==> src/life_generation_rows_macros.svh <==
// assertion helpers shared by the block
`ifndef LIFE_GENERATION_ROWS_MACROS_SVH
`define LIFE_GENERATION_ROWS_MACROS_SVH

// check that cons holds in the same cycle as ante
`define LGR_ASSERT_SAME(label, clk, rst_n, ante, cons, msg) \
    label: assert property (@(posedge clk) disable iff (!rst_n) (ante) |-> (cons)) \
        else $error(msg);

// check that cons holds in the cycle after ante
`define LGR_ASSERT_NEXT(label, clk, rst_n, ante, cons, msg) \
    label: assert property (@(posedge clk) disable iff (!rst_n) (ante) |=> (cons)) \
        else $error(msg);

`endif

==> src/lgr_pkg.sv <==
`timescale 1ns / 1ps

package lgr_pkg;

    // fixed field widths
    localparam int CELLS_W      = 64;
    localparam int ROW_W        = 6;
    localparam int GRID_W       = 7;

    // grid limits and rule
    localparam int MAX_GRID_DEF = 64;
    localparam int GRID_MIN     = 3;
    localparam int BIRTH_COUNT  = 3;

    // result queue depth, a power of two
    localparam int QUEUE_DEPTH  = 4;
    localparam int QPTR_W       = $clog2(QUEUE_DEPTH);
    localparam int QCNT_W       = $clog2(QUEUE_DEPTH + 1);

    // one result row
    typedef struct packed {
        logic [CELLS_W-1:0] cells;
        logic [ROW_W-1:0]   row_number;
        logic               row_changed;
        logic               frame_changed;
        logic               last;
    } t_result;

    // queue status seen by the top level
    typedef struct packed {
        logic room_for_two;
        logic not_empty;
    } t_queue_status;

endpackage

==> src/life_generation_rows.sv <==
`timescale 1ns / 1ps
// one generation of life (b3/s23) on a square grid, streamed by rows
// slave side: one request per grid row, tdata bit k is column k, rows in
// order from row 0; bits at or beyond the grid size are ignored
// master side: one request per new row, tdata holds the cells and the row
// number, tuser holds the row and frame change flags, tlast marks the
// final row of the grid
// config: i_cfg_wr_en writes the grid size, clamped to 3..MAX_GRID; write
// it only between frames or while the block is idle
// order: the result for row r is queued when row r+1 is taken; the final
// row queues two results at once, the row before it and then its own
// throughput: one row per cycle while input ready is high, all cells of
// a row computed combinationally in parallel; a four-entry result queue
// sets the stall behavior: input ready drops while it holds more than two
// results, so a stalled receiver backs up the input within four rows
// reset: grid size goes to MAX_GRID, the frame restarts at row 0 and the
// result queue empties
module life_generation_rows #(
    parameter int MAX_GRID = lgr_pkg::MAX_GRID_DEF
) (
    input  logic                        i_clk,
    input  logic                        i_rst_n,
    // config
    input  logic                        i_cfg_wr_en,
    input  logic [lgr_pkg::GRID_W-1:0]  i_cfg_wr_data,
    // input rows
    input  logic                        i_s_axis_tvalid,
    output logic                        o_s_axis_tready,
    input  logic [63:0]                 i_s_axis_tdata,  // [63:0] row_cells
    // result rows
    output logic                        o_m_axis_tvalid,
    input  logic                        i_m_axis_tready,
    output logic [71:0]                 o_m_axis_tdata,  // [63:0] new_row_cells,
                                                         // [69:64] row_number, [71:70] 0
    output logic [1:0]                  o_m_axis_tuser,  // [0] row_changed,
                                                         // [1] frame_changed
    output logic                        o_m_axis_tlast
);

    logic [lgr_pkg::GRID_W-1:0]  r_grid;
    logic [lgr_pkg::CELLS_W-1:0] r_older;
    logic [lgr_pkg::CELLS_W-1:0] r_middle;
    logic [lgr_pkg::ROW_W-1:0]   r_rows;
    logic                        r_any;

    logic [lgr_pkg::GRID_W-1:0]  n_grid;
    logic [lgr_pkg::CELLS_W-1:0] w_gm;
    logic [lgr_pkg::CELLS_W-1:0] w_cur;
    logic [lgr_pkg::CELLS_W-1:0] w_row_cells;
    logic                        w_row_changed;
    logic                        w_in_acc;
    logic                        w_out_acc;
    logic                        w_first;
    logic                        w_second;
    logic                        w_final;
    logic                        w_push0;
    logic                        w_push1;
    lgr_pkg::t_result            w_res0;
    lgr_pkg::t_result            w_res1;
    lgr_pkg::t_result            w_head;
    lgr_pkg::t_queue_status      w_qs;

    // grid size write with clamp
    always_comb begin
        n_grid = r_grid;
        if (i_cfg_wr_en) begin
            if (i_cfg_wr_data < lgr_pkg::GRID_W'(lgr_pkg::GRID_MIN)) begin
                n_grid = lgr_pkg::GRID_W'(lgr_pkg::GRID_MIN);
            end else if (i_cfg_wr_data > lgr_pkg::GRID_W'(MAX_GRID)) begin
                n_grid = lgr_pkg::GRID_W'(MAX_GRID);
            end else begin
                n_grid = i_cfg_wr_data;
            end
        end
    end

    always_ff @(posedge i_clk) begin
        if (!i_rst_n) begin
            r_grid <= lgr_pkg::GRID_W'(MAX_GRID);
        end else begin
            r_grid <= n_grid;
        end
    end

    // column mask of the current grid
    always_comb begin
        for (int k = 0; k < lgr_pkg::CELLS_W; k++) begin
            w_gm[k] = lgr_pkg::GRID_W'(k) < r_grid;
        end
    end

    assign w_in_acc  = i_s_axis_tvalid & o_s_axis_tready;
    assign w_out_acc = o_m_axis_tvalid & i_m_axis_tready;
    assign w_cur     = i_s_axis_tdata & w_gm;
    assign w_first   = r_rows == '0;
    assign w_second  = r_rows == lgr_pkg::ROW_W'(1);
    assign w_final   = ({1'b0, r_rows} + lgr_pkg::GRID_W'(1)) >= r_grid;

    // parallel cell lanes over the three-row window
    lgr_row #(
        .MAX_GRID (MAX_GRID)
    ) u_row (
        .i_up      (r_older),
        .i_mid     (r_middle),
        .i_down    (w_cur),
        .i_grid    (r_grid),
        .o_cells   (w_row_cells),
        .o_changed (w_row_changed)
    );

    // results caused by this row
    always_comb begin
        w_res0 = '0;
        if (w_second) begin
            w_res0.cells = r_middle & w_gm;
        end else begin
            w_res0.cells       = w_row_cells;
            w_res0.row_number  = r_rows - lgr_pkg::ROW_W'(1);
            w_res0.row_changed = w_row_changed;
        end
        w_res1               = '0;
        w_res1.cells         = w_cur;
        w_res1.row_number    = r_rows;
        w_res1.frame_changed = r_any | (w_row_changed & ~w_second);
        w_res1.last          = 1'b1;
    end

    assign w_push0 = w_in_acc & ~w_first;
    assign w_push1 = w_in_acc & w_final;

    // row window and frame state
    always_ff @(posedge i_clk) begin
        if (!i_rst_n) begin
            r_older  <= '0;
            r_middle <= '0;
            r_rows   <= '0;
            r_any    <= 1'b0;
        end else if (w_in_acc) begin
            if (w_first) begin
                r_middle <= w_cur;
                r_rows   <= lgr_pkg::ROW_W'(1);
            end else if (w_final) begin
                r_older  <= '0;
                r_middle <= '0;
                r_rows   <= '0;
                r_any    <= 1'b0;
            end else begin
                r_older  <= r_middle;
                r_middle <= w_cur;
                r_rows   <= r_rows + lgr_pkg::ROW_W'(1);
                r_any    <= r_any | (w_row_changed & ~w_second);
            end
        end
    end

    // result queue decouples the two sides
    lgr_queue u_queue (
        .i_clk    (i_clk),
        .i_rst_n  (i_rst_n),
        .i_push0  (w_push0),
        .i_data0  (w_res0),
        .i_push1  (w_push1),
        .i_data1  (w_res1),
        .i_pop    (w_out_acc),
        .o_head   (w_head),
        .o_status (w_qs)
    );

    assign o_s_axis_tready = w_qs.room_for_two;
    assign o_m_axis_tvalid = w_qs.not_empty;
    assign o_m_axis_tdata  = {2'b00, w_head.row_number, w_head.cells};
    assign o_m_axis_tuser  = {w_head.frame_changed, w_head.row_changed};
    assign o_m_axis_tlast  = w_head.last;

    // checks
`include "life_generation_rows_macros.svh"

    `LGR_ASSERT_NEXT(a_final_shows, i_clk, i_rst_n, w_in_acc && w_final, o_m_axis_tvalid, "final row gave no result")
    `LGR_ASSERT_NEXT(a_first_stored, i_clk, i_rst_n, w_in_acc && w_first, r_rows == lgr_pkg::ROW_W'(1), "first row not stored")
    `LGR_ASSERT_SAME(a_border_quiet, i_clk, i_rst_n, o_m_axis_tvalid && o_m_axis_tlast, !o_m_axis_tuser[0], "final border row flagged changed")
    `LGR_ASSERT_SAME(a_frame_on_last, i_clk, i_rst_n, o_m_axis_tvalid && !o_m_axis_tlast, !o_m_axis_tuser[1], "frame flag before last row")

endmodule

==> src/lgr_lane.sv <==
`timescale 1ns / 1ps

module lgr_lane (
    input  logic [2:0] i_up,
    input  logic [2:0] i_mid,
    input  logic [2:0] i_down,
    output logic       o_cell
);

    logic [3:0] w_count;

    // live cells in the 3x3 block, center included
    assign w_count = 4'(i_up[0]) + 4'(i_up[1]) + 4'(i_up[2])
                   + 4'(i_mid[0]) + 4'(i_mid[1]) + 4'(i_mid[2])
                   + 4'(i_down[0]) + 4'(i_down[1]) + 4'(i_down[2]);

    // b3/s23 with the center counted
    assign o_cell = (w_count == 4'(lgr_pkg::BIRTH_COUNT))
                 || ((w_count == 4'(lgr_pkg::BIRTH_COUNT + 1)) && i_mid[1]);

endmodule

==> src/lgr_row.sv <==
`timescale 1ns / 1ps

module lgr_row #(
    parameter int MAX_GRID = lgr_pkg::MAX_GRID_DEF
) (
    input  logic [lgr_pkg::CELLS_W-1:0] i_up,
    input  logic [lgr_pkg::CELLS_W-1:0] i_mid,
    input  logic [lgr_pkg::CELLS_W-1:0] i_down,
    input  logic [lgr_pkg::GRID_W-1:0]  i_grid,
    output logic [lgr_pkg::CELLS_W-1:0] o_cells,
    output logic                        o_changed
);

    logic [lgr_pkg::CELLS_W-1:0] w_diff;

    for (genvar k = 0; k < lgr_pkg::CELLS_W; k++) begin : g_col
        logic w_in_grid;
        logic w_interior;
        logic w_rule;

        assign w_in_grid  = lgr_pkg::GRID_W'(k) < i_grid;
        assign w_interior = lgr_pkg::GRID_W'(k + 1) < i_grid;

        if (k >= 1 && k <= MAX_GRID - 2) begin : g_lane
            // interior column candidate: one rule lane
            lgr_lane u_lane (
                .i_up   (i_up[k+1:k-1]),
                .i_mid  (i_mid[k+1:k-1]),
                .i_down (i_down[k+1:k-1]),
                .o_cell (w_rule)
            );
            assign o_cells[k] = w_interior ? w_rule : (w_in_grid & i_mid[k]);
        end else begin : g_edge
            // border or unused column passes the masked cell
            assign w_rule     = 1'b0;
            assign o_cells[k] = w_in_grid & i_mid[k] & ~w_rule;
        end

        assign w_diff[k] = o_cells[k] ^ (w_in_grid & i_mid[k]);
    end

    // merge lane results into the row change flag
    assign o_changed = |w_diff;

endmodule

==> src/lgr_queue.sv <==
`timescale 1ns / 1ps

module lgr_queue (
    input  logic                   i_clk,
    input  logic                   i_rst_n,
    input  logic                   i_push0,
    input  lgr_pkg::t_result       i_data0,
    input  logic                   i_push1,
    input  lgr_pkg::t_result       i_data1,
    input  logic                   i_pop,
    output lgr_pkg::t_result       o_head,
    output lgr_pkg::t_queue_status o_status
);

    lgr_pkg::t_result                r_mem [lgr_pkg::QUEUE_DEPTH];
    logic [lgr_pkg::QPTR_W-1:0]      r_wr;
    logic [lgr_pkg::QPTR_W-1:0]      r_rd;
    logic [lgr_pkg::QCNT_W-1:0]      r_count;
    logic [lgr_pkg::QPTR_W-1:0]      w_wr1;
    logic [lgr_pkg::QPTR_W-1:0]      n_wr;
    logic [lgr_pkg::QPTR_W-1:0]      n_rd;
    logic [lgr_pkg::QCNT_W-1:0]      n_count;

    // second write lands after the first
    assign w_wr1 = r_wr + lgr_pkg::QPTR_W'(i_push0);

    always_comb begin
        n_wr    = r_wr + lgr_pkg::QPTR_W'(i_push0) + lgr_pkg::QPTR_W'(i_push1);
        n_rd    = r_rd + lgr_pkg::QPTR_W'(i_pop);
        n_count = r_count + lgr_pkg::QCNT_W'(i_push0) + lgr_pkg::QCNT_W'(i_push1)
                - lgr_pkg::QCNT_W'(i_pop);
    end

    // pointers and fill count
    always_ff @(posedge i_clk) begin
        if (!i_rst_n) begin
            r_wr    <= '0;
            r_rd    <= '0;
            r_count <= '0;
        end else begin
            r_wr    <= n_wr;
            r_rd    <= n_rd;
            r_count <= n_count;
        end
    end

    // entry storage
    always_ff @(posedge i_clk) begin
        if (i_push0) begin
            r_mem[r_wr] <= i_data0;
        end
        if (i_push1) begin
            r_mem[w_wr1] <= i_data1;
        end
    end

    assign o_head                = r_mem[r_rd];
    assign o_status.not_empty    = r_count != '0;
    assign o_status.room_for_two = r_count <= lgr_pkg::QCNT_W'(lgr_pkg::QUEUE_DEPTH - 2);

endmodule
==> config.mk <==
export PLATFORM = sky130hd
export DESIGN_NAME = life_generation_rows
export DESIGN_NICKNAME = d
export VERILOG_FILES = /design/src/lgr_pkg.sv /design/src/life_generation_rows.sv /design/src/lgr_lane.sv /design/src/lgr_row.sv /design/src/lgr_queue.sv
export VERILOG_INCLUDE_DIRS = /design/src /design/src/src
export SDC_FILE = /design/constraint.sdc
export NUM_CORES = 1
export LEC_CHECK = 0
export ABC_AREA = 1
export BUFFER_PORTS_ARGS = -buffer_cell sky130_fd_sc_hd__buf_2
export CORE_MARGIN = 2
export CORE_UTILIZATION = 35
export CTS_CLUSTER_DIAMETER = 60
export DETAILED_ROUTE_END_ITERATION = 10
export PLACE_DENSITY = 0.53
export SYNTH_ARGS = -nofsm -noshare
export SYNTH_HDL_FRONTEND = slang
export SYNTH_SLANG_ARGS = --single-unit
==> constraint.sdc <==
create_clock -name i_clk -period 9.7 [get_ports i_clk]
set_input_delay 0.97 -clock i_clk [delete_from_list [all_inputs] [get_ports i_clk]]
set_output_delay 0.97 -clock i_clk [all_outputs]
set_load 0.02 [all_outputs]
# After elaboration in Yosys (flattened, before gate mapping)
# Memories as Yosys holds them, arrays and structs flattened. A register that Yosys moved wholly into a read port is not among the register bits.
# Index checks and enable logic that the tools add are counted.
# word_totals
register_bits,149
ramBits,292
in_bits,76
out_inout_bits,77
memories,1
# mem_list
memory,depth,word_bits,read_ports,rd_ports_with_merged_regs,write_ports,line,text
u_queue.r_mem,4,73,1,1,2,lgr_queue.sv:15,lgr_pkg::t_result r_mem [lgr_pkg::QUEUE_DEPTH];
# classes
addsub,505
n_lt_le_gt_ge,68
eq_ne,125
n_mux,77
n_bitwise,136
reduce_logical,128
# op_table
operator,n
4-bit by 1-bit adder with 4-bit output,434
64-bit two-way mux,4
"4-bit by 2-bit == test with 1-bit output, second input constant",62
"4-bit by 3-bit == test with 1-bit output, second input constant",62
"6-bit by 7-bit less-than comparator with 1-bit output, first input constant",32
64-bit AND,2
1-bit by 1-bit adder with 2-bit output,62
"5-bit by 7-bit less-than comparator with 1-bit output, first input constant",16
1-bit AND,69
1-bit two-way mux,67
1-bit logical AND,62
1-bit logical OR,62
62-bit OR reduction,1
1-bit XOR,62
"4-bit by 7-bit less-than comparator with 1-bit output, first input constant",8
"3-bit by 7-bit less-than comparator with 1-bit output, first input constant",4
7-bit two-way mux,3
"1-bit by 7-bit less-than comparator with 1-bit output, first input constant",2
"2-bit by 7-bit less-than comparator with 1-bit output, first input constant",2
6-bit two-way mux,2
"6-bit by 1-bit adder with 7-bit output, second input constant",1
7-bit greater-or-equal comparator,1
"7-bit greater-than comparator, second input constant",1
"7-bit by 2-bit less-than comparator with 1-bit output, second input constant",1
13 further kinds,17

# Longest topological paths before layout
# depth
ltp_word,17
depth_mapped,31
mapped_depth_nobuf,30

# By module
# A second synthesis with hierarchy kept.
# unflattened
hier_cells,6074
hier_area_um2,45090.7
# by_module_without_submodules
module,n_inst,cells_per_inst,area_per_inst_um2
lgr_queue,1,1886,16135.5
lgr_lane (u_row.g_col[10].g_lane.u_lane ...),54,37,292.8
life_generation_rows,1,1188,7742.4
lgr_row,1,706,3160.5
lgr_lane (u_row.g_col[58].g_lane.u_lane ...),8,37,280.3

# Least setup slack after synthesis
# Ideal clock, no wire load.
# synth_timing
kind,flip-flop to flip-flop
startpoint,reg r_grid[6] (netlist name)
endpoint,mem u_queue.r_mem[1][1] (netlist name) (data pin)
setup_ns,0.268
arrival_time_ns,4.122
path_slack_ns,5.311
stages_incl_launch_ff,30
path_buffers,1
period_less_slack_ns,4.389
cell_sequence,dfxtp_1 buf_2 inv_2 nand2_1 nor2_2 nand2_1 nand2_1 inv_1 nand2_1 inv_1 fa_1 inv_1 fa_1 inv_1 ha_1 fa_1 nor3_1 nand2_1 nand2_1 nand2_1 nand3_1 nand2_1 nor2_1 nand2_1 nor2_1 nand2_1 nor2_1 nand2_1 nand2_4 a21oi_1
# synth_rtl
item,line,text
start: declaration,life_generation_rows.sv:40,logic [lgr_pkg::GRID_W-1:0] r_grid;
start signal: assignment,life_generation_rows.sv:79,r_grid <= lgr_pkg::GRID_W'(MAX_GRID);
start signal: assignment,life_generation_rows.sv:81,r_grid <= n_grid;
end: declaration,lgr_queue.sv:15,

==> results.toml <==
[sta]
fin_hold_ws_ps = 446.8
fin_ws_ps = 3308
grt_setup_unrepaired = "false"
worst_slew_pin_slew_ps = 1193
tns_ps = 0
fin_crit_sh_pct = 65.90
fmaxAchievable_mhz = 156.4
timing.slew.headroom_pct = 20.45
final-max-slew-violation-count = 0
final-hold-violation-count = 0
skew_ps = 31.84
setup_viol = 0
fin_crit_ps = 6392

[logic_synthesis]
ys_seq_area_share_pct = 28.15
synthCells = 5460
yosysUniqueCellTypes = 43
post_synth.cell_area_avg_um2 = 7.594
netlist_area_um2 = 41460
synth_warnings = 0
synth_seq_cells = 441

[global_routing]
grt_max_degree = 86
overflow = 0
antenna_found_initial = 7
grt_pass1_vias = 35620
track_usage_pct = 23.32
grt_pass1_wl_mm = 215.6

[floorplanning]
fp-row-count = 126
start_util_pct = 35.21
die_height_um = 348.2
dieArea_um2 = 121200
ios = 153
die_w_um = 348.2
core_area_um2 = 117800

[worst_setup_path]
ff2ff_path_depth = 26
r2r_slack_ps = 3310
worstReg2RegStart = "r_grid[6]"
r2r_end = "u_queue.r_mem[3][1]"
cp-end-kind = "flip-flop"
critPathArrivalTime_ps = 6740
crit_path_end = "u_queue.r_mem[3][1]"
start_kind = "flip-flop"
crit_required_ps = 10040
criticalPathCategory = "flip-flop to flip-flop"
cp_max_fo = 19
startpoint = "r_grid[6]"

[clock_network]
cts_buffer_depth = 3
clk_latency_ps = 650
cts_setup_buffers = 0
root_buffer = "clkbuf_16"
cts_tree = "yes"
ctsResizeCount = 0
htreeDepth = 3
clock_sinks = 441
holdBufCountCts = 0
cts_inserted_buffers = 70
clk_pin_slew_worst_paths_ps = 60

[drt]
drt_iter0_drc = 3167
totalWireLength_mm = 141.7
num_vias = 36530
wire_per_inst_um = 19.95
first_pass_iters = 6
drc = 0
drt.antenna.violating_nets = 0
viasPerCell = 5.142

[final_layout]
multi_input_area_um2 = 25630
layout_common_cells = "nand2_1, inv_1, o21ai_0"
fill_cells = 12050
seq_area_um2 = 11680
drive_gt1_share_pct = 6.830
nNetsFinal = 6282
post-route-util_pct = 39.04
syn_to_final_growth_pct = 10.88
final_common_cell = "nand2_1"

[power]
combPwrFrac_pct = 48.1
pwr-share-clk_pct = 27.1
max-vdd-ir-drop_mv = 0.1103
swShare_pct = 46.34
leakage_nw = 21.56
seqPwrFrac_pct = 24.8
internal_power_mw = 5.119
switchingPower_mw = 4.420
p_per_area_nw_per_um2 = 207.5

[worst_hold_path]
hold_class = "flip-flop to flip-flop"

[placement]
dpl.hpwl_mm = 99.01
portBuffers = 150
place_congestion = 0.8737
preCtsSetupSlack_ps = 3583

[job]
drv_cap = 0

[run_status]
outcome = "complete, no violations"
area by class of cell:
class | count | share of cell area (%)
multi-input cells | 3919 | 55.74
flip-flops and latches | 441 | 25.40
clock inverters | 46 | 0.9254
well taps | 1536 | 4.180
inverters | 885 | 7.251
clock buffers | 83 | 4.189
diodes | 4 | 0.02177
repair buffers | 190 | 2.286
layer usage:
layer / GRT usage (%) / part of all wire [%] / up-vias
met5: 0 / 0.0049 / -
met4: 8.967 / 4.0 / 2
met3: 2.883 / 5.9 / 252
met2: 39.10 / 47 / 1098
met1: 30.62 / 44 / 17490
li1: - / - / 17690
critical path, stage by stage, from the launching register on:
cell and delay [ps]:
dfxtp_1 450, inv_2 380, nand2_4 280, nor2_1 430, nand2_1 260, nand2_1 170
inv_1 100, nand2_1 300, fa_1 480, fa_1 500, inv_1 50, ha_1 190
fa_1 460, nor3_1 250, nand2_1 70, o21ai_0 80, nand2_1 70, nand3_1 70
nand2_1 70, nor2_1 470, nand2_1 200, nor2_1 170, nand2_1 160, nor2_1 120
nand2_1 90, nand2_4 120, a21oi_1 80
cells in the mapped netlist (all sizes together):
cell type  count  share of area (%)
nand2       1311                 12
o22ai         73                1.1
o21bai         3              0.054
buf           90                1.2
a21oi        174                2.1
o31ai          2              0.036
nor2b          1              0.015
o21ai        563                6.9
ha           387                 12
o21a           1              0.018
nand4         59               0.89
or2           11               0.17
edfxtp       284                 21
o211ai        23               0.42
o221ai         1              0.021
inv          883                8.0
nor2         448                4.2
dfxtp        157                7.6
a21boi         1              0.018
nor3          31               0.37
clkbuf       126                1.1
fa           312                 15
xor2          11               0.23
and2           2              0.030
nand3b        21               0.38
nor4           1              0.015
clkinv         2              0.018
conb           1             0.0090
xnor2         10               0.21
nand3        469                5.7
a211oi         2              0.036
how the worst min path moves through the flow:
| stage | from | to | slack, ps | depth (start not counted) |
|---|---|---|---|---|
| floorplan | u_queue.r_mem[1][0] | u_queue.r_mem[1][0] | 410 | 2 |
| global placement | u_queue.r_mem[1][0] | u_queue.r_mem[1][0] | 430 | 2 |
| detailed placement | u_queue.r_mem[0][0] | u_queue.r_mem[0][0] | 430 | 2 |
| CTS | u_queue.r_mem[2][0] | u_queue.r_mem[2][0] | 450 | 2 |
| global route | u_queue.r_mem[1][0] | u_queue.r_mem[1][0] | 470 | 2 |
| finish | u_queue.r_mem[2][0] | u_queue.r_mem[2][0] | 450 | 2 |
power by group through the flow:
stage / combinational [mW] / sequential (mW) / clock (mW)
4_1_cts: 4.60 / 2.36 / 2.62
3_5_place_dp: 4.58 / 2.40 / 0
3_3_place_gp: 4.52 / 2.40 / 0
6_report: 4.59 / 2.36 / 2.58
2_1_floorplan: 3.18 / 2.28 / 0
5_1_grt: 5.21 / 2.38 / 2.70
through the flow:
| stage | instances | total power [mW] | cell area [um^2] |
|---|---|---|---|
| 2_1_floorplan | 5461 | 5.462 | 41470 |
| 3_3_place_gp | 6971 | 6.917 | 43610 |
| 3_5_place_dp | 6971 | 6.973 | 43610 |
| 4_1_cts | 7100 | 9.584 | 45960 |
| 5_1_grt | 7101 | 10.28 | 45960 |
| 6_report | 7104 | 9.539 | 45970 |
cells by family after synthesis:
family | after synthesis | share of synthesized area [%]
and+or+nand+nor | 2354 | 23.66
buffers and inverters | 1101 | 10.34
AOI/OAI and AO/OA | 843 | 10.65
adders and majority gates | 699 | 26.74
DFF | 441 | 28.15
xor gates and xnor gates | 21 | 0.4436
other | 1 | 0.009044
state kept, by name (all words and copies together), names as in the netlist:
name,flops
u_queue.r_rd,2
r_middle,64
r_any,1
u_queue.r_mem,292
r_older,64
u_queue.r_count,3
r_rows,6
r_grid,7
u_queue.r_wr,2
Note: power is estimated with default switching activity, not from simulation.
